**src/design/btkh_pkg.sv**
```systemverilog
// Shared types, constants and command codes for the bounded top-k max-heap.
// Used by btkh_ctrl, btkh_datapath and bounded_top_k_max_heap_core.
`default_nettype none

package btkh_pkg;

    localparam int MAX_ENTRIES = 64;
    localparam int ADDR_W      = $clog2(MAX_ENTRIES);
    localparam int CNT_W       = $clog2(MAX_ENTRIES + 1);

    localparam int SCORE_W     = 32;
    localparam int ID_W        = 31;
    localparam int RID_W       = 32;
    localparam int STATUS_W    = 3;
    localparam int COUNT_W     = 7;
    localparam int CAP_W       = 7;
    localparam int IN_DATA_W   = 64;
    localparam int OUT_DATA_W  = 72;

    localparam logic [CAP_W-1:0] CAP_RESET = CAP_W'(64);

    typedef struct packed {
        logic signed [SCORE_W-1:0] score;
        logic        [ID_W-1:0]    id;
    } entry_t;

    typedef enum logic [STATUS_W-1:0] {
        ST_PLACED   = 3'd0,
        ST_REPLACED = 3'd1,
        ST_REJECTED = 3'd2,
        ST_REMOVED  = 3'd3,
        ST_EMPTY    = 3'd4
    } status_t;

    typedef enum logic {
        KIND_INSERT = 1'b0,
        KIND_REMOVE = 1'b1
    } kind_t;

    typedef enum logic [3:0] {
        S_IDLE,
        S_SCAN,
        S_DECIDE,
        S_UP_RD,
        S_UP_CMP,
        S_REM_LATCH,
        S_DN_RD,
        S_DN_CMP,
        S_FINISH
    } ctrl_state_t;

    typedef enum logic [3:0] {
        C_NONE,
        C_PLACE,
        C_SCAN_START,
        C_SCAN_STEP,
        C_REPLACE,
        C_REJECT,
        C_EMPTY,
        C_REM_START,
        C_REM_LATCH,
        C_UP_READ,
        C_UP_MOVE,
        C_DN_READ,
        C_DN_MOVE,
        C_SETTLE,
        C_PUBLISH
    } dp_cmd_t;

    typedef struct packed {
        logic held_zero;
        logic full;
        logic at_root;
        logic scan_done;
        logic beats_min;
        logic up_move;
        logic down_move;
        logic out_free;
    } dp_status_t;

endpackage

`default_nettype wire

```
**src/design/btkh_ctrl.sv**
```systemverilog
// Sequencer of the top-k heap: picks the operation and steps scan and sifts.
// Depends on btkh_pkg; drives btkh_datapath through command and status.
`default_nettype none

module btkh_ctrl (
    input  wire logic                 clk,
    input  wire logic                 rst_n,
    input  wire logic                 s_tvalid,
    input  wire logic                 kind,
    input  wire btkh_pkg::dp_status_t stat,
    output logic                      s_tready,
    output btkh_pkg::dp_cmd_t         cmd
);

    btkh_pkg::ctrl_state_t state_reg, state_next;

    always_ff @(posedge clk or negedge rst_n)
    begin
        if (!rst_n)
        begin
            state_reg <= btkh_pkg::S_IDLE;
        end
        else
        begin
            state_reg <= state_next;
        end
    end

    always_comb
    begin
        state_next = state_reg;
        cmd        = btkh_pkg::C_NONE;
        s_tready   = 1'b0;
        case (state_reg)
            btkh_pkg::S_IDLE:
            begin
                s_tready = 1'b1;
                if (s_tvalid)
                begin
                    if (kind == btkh_pkg::KIND_INSERT)
                    begin
                        if (stat.full)
                        begin
                            cmd        = btkh_pkg::C_SCAN_START;
                            state_next = btkh_pkg::S_SCAN;
                        end
                        else
                        begin
                            cmd        = btkh_pkg::C_PLACE;
                            state_next = btkh_pkg::S_UP_RD;
                        end
                    end
                    else if (stat.held_zero)
                    begin
                        cmd        = btkh_pkg::C_EMPTY;
                        state_next = btkh_pkg::S_FINISH;
                    end
                    else
                    begin
                        cmd        = btkh_pkg::C_REM_START;
                        state_next = btkh_pkg::S_REM_LATCH;
                    end
                end
            end
            btkh_pkg::S_SCAN:
            begin
                cmd = btkh_pkg::C_SCAN_STEP;
                if (stat.scan_done)
                begin
                    state_next = btkh_pkg::S_DECIDE;
                end
            end
            btkh_pkg::S_DECIDE:
            begin
                if (stat.beats_min)
                begin
                    cmd        = btkh_pkg::C_REPLACE;
                    state_next = btkh_pkg::S_UP_RD;
                end
                else
                begin
                    cmd        = btkh_pkg::C_REJECT;
                    state_next = btkh_pkg::S_FINISH;
                end
            end
            btkh_pkg::S_UP_RD:
            begin
                if (stat.at_root)
                begin
                    cmd        = btkh_pkg::C_SETTLE;
                    state_next = btkh_pkg::S_FINISH;
                end
                else
                begin
                    cmd        = btkh_pkg::C_UP_READ;
                    state_next = btkh_pkg::S_UP_CMP;
                end
            end
            btkh_pkg::S_UP_CMP:
            begin
                // Pull the parent down into the hole, or drop the new entry here.
                if (stat.up_move)
                begin
                    cmd        = btkh_pkg::C_UP_MOVE;
                    state_next = btkh_pkg::S_UP_RD;
                end
                else
                begin
                    cmd        = btkh_pkg::C_SETTLE;
                    state_next = btkh_pkg::S_FINISH;
                end
            end
            btkh_pkg::S_REM_LATCH:
            begin
                cmd        = btkh_pkg::C_REM_LATCH;
                state_next = btkh_pkg::S_DN_RD;
            end
            btkh_pkg::S_DN_RD:
            begin
                cmd        = btkh_pkg::C_DN_READ;
                state_next = btkh_pkg::S_DN_CMP;
            end
            btkh_pkg::S_DN_CMP:
            begin
                if (stat.down_move)
                begin
                    cmd        = btkh_pkg::C_DN_MOVE;
                    state_next = btkh_pkg::S_DN_RD;
                end
                else
                begin
                    cmd        = btkh_pkg::C_SETTLE;
                    state_next = btkh_pkg::S_FINISH;
                end
            end
            btkh_pkg::S_FINISH:
            begin
                // Hold the result until the output register is free.
                if (stat.out_free)
                begin
                    cmd        = btkh_pkg::C_PUBLISH;
                    state_next = btkh_pkg::S_IDLE;
                end
            end
            default:
            begin
                state_next = btkh_pkg::S_IDLE;
            end
        endcase
    end

endmodule

`default_nettype wire

```
**config.mk**
```make
export PLATFORM = sky130hd
export DESIGN_NAME = btkh_ctrl
export DESIGN_NICKNAME = d
export VERILOG_FILES = /design/src/design/btkh_pkg.sv /design/src/design/btkh_ctrl.sv
export SDC_FILE = /design/constraint.sdc
export NUM_CORES = 1
export LEC_CHECK = 0
export BUFFER_PORTS_ARGS = -buffer_cell sky130_fd_sc_hd__clkbuf_2
export CELL_PAD_IN_SITES_DETAIL_PLACEMENT = 0
export CELL_PAD_IN_SITES_GLOBAL_PLACEMENT = 1
export CORE_UTILIZATION = 29
export CTS_CLUSTER_SIZE = 24
export DETAILED_ROUTE_END_ITERATION = 10
export GPL_TIMING_DRIVEN = 0
export PLACE_DENSITY_LB_ADDON = 0.15
export SLEW_MARGIN = 20
export SYNTH_ARGS = -nofsm -noshare
export SYNTH_HDL_FRONTEND = slang
export SYNTH_SLANG_ARGS = --single-unit
```
**constraint.sdc**
```tcl
create_clock -name clk -period 1.1 [get_ports clk]
set_input_delay 0.165 -clock clk [delete_from_list [all_inputs] [get_ports clk]]
set_output_delay 0.165 -clock clk [all_outputs]
set_load 0.005 [all_outputs]
```
== Yosys cells after proc, flatten, opt, wreduce, memory -nomap -nowiden ==
Cells that the tools add are included.
Storage, ports and cells
  register bits: 4
  bits of input ports: 12
  word-level logic and storage cells: 36
Operators by class
  eq/ne operators: 11
  muxes and demuxes: 22
  reductions and logical operators: 2
Operators with widths (count)
  $pmux 4 s9: 2
  $mux 4: 12
  $eq 4x3->1 const B: 4
  $eq 4x2->1 const B: 2
  $mux 3: 2
  $ne 2x2->1 const B: 3
  $eq 4x1->1 const B: 1
  $eq 4x4->1 const B: 1
  $logic_not 4->1: 1
  $mux 1: 4
  $mux 2: 2
  $reduce_and 3->1: 1

== Depth between registers and ports, before layout ==
  depth after elaboration: 4
  mapped depth: 6
  gate-level depth less buffers: 4

== Worst setup path before layout ==
OpenSTA, ideal clock, no wires.
  path type: reg-to-output
  start point: register state_reg[1]
  end point: output cmd[0]
  data arrival time: 1.102 ns
  required time: 0.935 ns
  setup slack: -0.167 ns
  cell stages (with the launch flop): 5
  path buffers: 1
  cells stage by stage: dfrtp_1 -> buf_2 -> nor3_2 -> a41oi_1 -> o21ai_0
On the way
  longest elaborated chain between the ends: 2
  elaborated cells on any way between the ends: 10
  classes of those cells: eq/ne (8); mux (1); reduce/logical (1)
Ends and longest elaborated chain
  from (decl): RTL line btkh_ctrl.sv:15  | btkh_pkg::ctrl_state_t state_reg, state_next;
  from (signal assigned): RTL line btkh_ctrl.sv:21  | state_reg <= btkh_pkg::S_IDLE;
  from (signal assigned): RTL line btkh_ctrl.sv:25  | state_reg <= state_next;
  $eq 4x4->1 (tied with other cells): RTL line btkh_ctrl.sv:34  | case (state_reg)
  $pmux 4 s9 (*): RTL line btkh_ctrl.sv:34
  to (decl): RTL line btkh_ctrl.sv:12  | output btkh_pkg::dp_cmd_t cmd
Every way passes the cells marked *; elsewhere a longest branch is shown, timed or not.

== Final worst setup path ==
  start point: register state_reg[1]
  end point: output cmd[2]
The elaborated chain is that of the path after synthesis.

==> out/results.ini <==
[timing]
hold_slack_ns=0.210
final-max-slew-violation-count=0
fmax_ghz=0.590
worst_slew_pin_slew_ns=0.270
setup_ws_ns=-0.595
period_share_pct=154
rsz0062_at_grt=yes
fin_setup_tns_ns=-3.68
setup_viol=9
hold_viol=0
fin_crit_ns=1.69
slew_headroom_pct=81.9
finClkSkew_ns=0.00988

[placement]
place.gp.congestion=0.823
dpl-instance-area_um2=627
place_inst=100
dpl.hpwl_um=1020
placement.io_buffers=16

[power]
p_leak_nw=0.385
ir_drop_uv=1220
powerDensity_mw_per_mm2=2990

[clocking]
clk_pin_slew_ns=0.04
ctsRootBufferMaster=clkbuf_4
clkSinkCount=4
cts_max_level=1
cts_buffer_depth=2
clk_latency_ns=0.25
cts_tree=done
cts_made_buffers=3

[setup_path]
crit_slowest_cell=dfrtp_1
end_kind=primary output
path_max_fanout=5
setup.worst_path.end=cmd[2]
worst_setup_path_start_kind=flip-flop
critPathRequiredTime_ns=0.94
cp_cell_sequence=buf_6, buf_8, nand4b_1, o41ai_4, a31oi_1, o32ai_2, buf_2
r2r-end=state_reg[3]
r2r_cells=7
path_class=flip-flop to primary output
crit_start=state_reg[1]
slowest_delay_ns=0.36
cp.arrival_ns=1.53
timing.rr.start=state_reg[1]
reg2reg_slack_ns=-0.30

[global_routing]
antenna_found_initial=0
grt_start_max_net_pins=11
grt_pass1_wl_um=2550
grt-ovfl-total=0
grt_pass1_vias=570
grt.total_usage_pct=18.1

[route]
antenna_left=0
firstDrtPassIters=4
drtIter0Drc=5
post_drt_wl_per_cell_um=13.9
via_count=639
drc=0
viasPerCell=5.51
routed_wl_um=1610

[synth]
synth_edf_count=0
synth_warnings=0
synthFlopType=dfrtp_1
yosysSeqAreaShare_pct=20.3
synthTopCellsByCount=nand2_1 (6), nand2b_1 (6), o21ai_0 (5)
syn-instance-count=68
yosys.area.top_type=dfrtp_1
synth_area_um2=493
synthTopCellsByArea=dfrtp_1 (20%), nand2b_1 (7.6%), o21ai_0 (5.1%), nand2_1 (4.6%), nand3b_1 (4.6%)
async_flop_share_pct=100
synth-seq-cells=4
synth.top_cell.area_share_pct=20.3
syn-num-nets=80
synthDistinctLibCells=34
avgSynthCellArea_um2=7.25

[cells_and_area]
final_nets=113
antenna_cells=0
drive_gt1_share_pct=51.0
fin_cells=116
fin_area_um2=843
areaGrowthSynthToFinish_pct=71.1
largest_reg_flops=4

[run_status]
status=finished, violations left
violations=negative setup slack

[floorplan]
die-area_mm2=0.00187
io_pins=17
fp.dieW_um=43.2
start_util_pct=32.0
core_area_mm2=0.00154
rows=14
fp.dieH_um=43.2

[run]
max_cap_viol_count=0

[worst_hold_path]
hp-class=input port to flip-flop

## worst max-delay path: cells and delay by family (launching register included)
family,cells,cell delay [ns]
AO/OA/AOI/OAI,3,0.40
buffers and inverters,3,0.37
flip-flops,1,0.36
AND/OR/NAND/NOR,1,0.15
## worst min-delay path by stage
stage	to	slack (ns)	depth (start not counted)	start
final	state_reg[0]	0.21	3	stat[4]
after global routing	state_reg[3]	0.22	3	stat[0]
after CTS	state_reg[3]	0.21	3	stat[0]
after detailed placement	state_reg[1]	-0.02	1	rst_n
after global placement	state_reg[1]	-0.03	1	rst_n
after floorplan	state_reg[0]	-0.13	0	rst_n
## routing by layer
layer  global-route usage [%]  vias to the layer above  share of wire (%)
met1                     24.3                      304                 45
met3                     1.28                        4                3.3
li1                         -                      316                  -
met2                     29.9                       15                 50
met5                        0                        -                  0
met4                     7.27                        0                2.3
## what timing repair did
action,in CTS,in global routing
gates resized for setup,10,15
hold buffers,1,0
pin swaps,4,7
hold endpoints to repair,4,0
endpoints found under the setup margin,9,9
buffers inserted,6,5
## final cells by class
cell class                      count  area [µm²]
Clock buffer                        4        26.3
Fill cell                         155         698
Multi-Input combinational cell     55         425
Tap cell                           16        20.0
Buffer                              6        58.8
Inverter                            3        11.3
Sequential cell                     4         101
Timing Repair Buffer               28         200
## metrics by stage
step	power, mW	util [%]	worst slack, ns
detailed placement	1.65	40.7	-0.320
finish	2.52	54.7	-0.595
floorplan	1.29	-	-0.106
global placement	1.65	40.7	-0.326
CTS	2.15	48.4	-0.569
global route	2.71	54.7	-0.665
## power by group
| group | switching, mW | leakage [nW] | internal (mW) |
|---|---|---|---|
| clock network | 0.0772 | 0.0150 | 0.137 |
| registers | 0.0630 | 0.0503 | 0.215 |
| logic | 0.960 | 0.320 | 1.07 |
| total | 1.10 | 0.385 | 1.42 |
## kinds of logic (layout without fill, tap and decap cells)
logic type             after synthesis  in the layout  synth area share, %
and+or+nand+nor                     28             28                 32.5
AOI/OAI and AO/OA                   26             26                 35.8
buffers and inverters                9             41                 9.39
DFF                                  4              4                 20.3
muxes                                1              1                 2.03
## placed cells by master, fill, tap and decap left out, types with 2 or more instances in the layout
cell type | Yosys | final
a21oi_1 | 4 | 3
a31oi_1 | 3 | 3
buf_2 | 4 | 5
buf_4 | 0 | 6
buf_6 | 1 | 7
clkbuf_2 | 0 | 13
clkbuf_4 | 0 | 3
dfrtp_1 | 4 | 3
inv_1 | 2 | 2
nand2_1 | 6 | 6
nand2b_1 | 6 | 6
nand3_1 | 2 | 2
nand3b_1 | 3 | 3
nor2_4 | 0 | 2
nor2b_1 | 2 | 2
o21ai_1 | 3 | 7
Power figures use the tool's default switching activity.
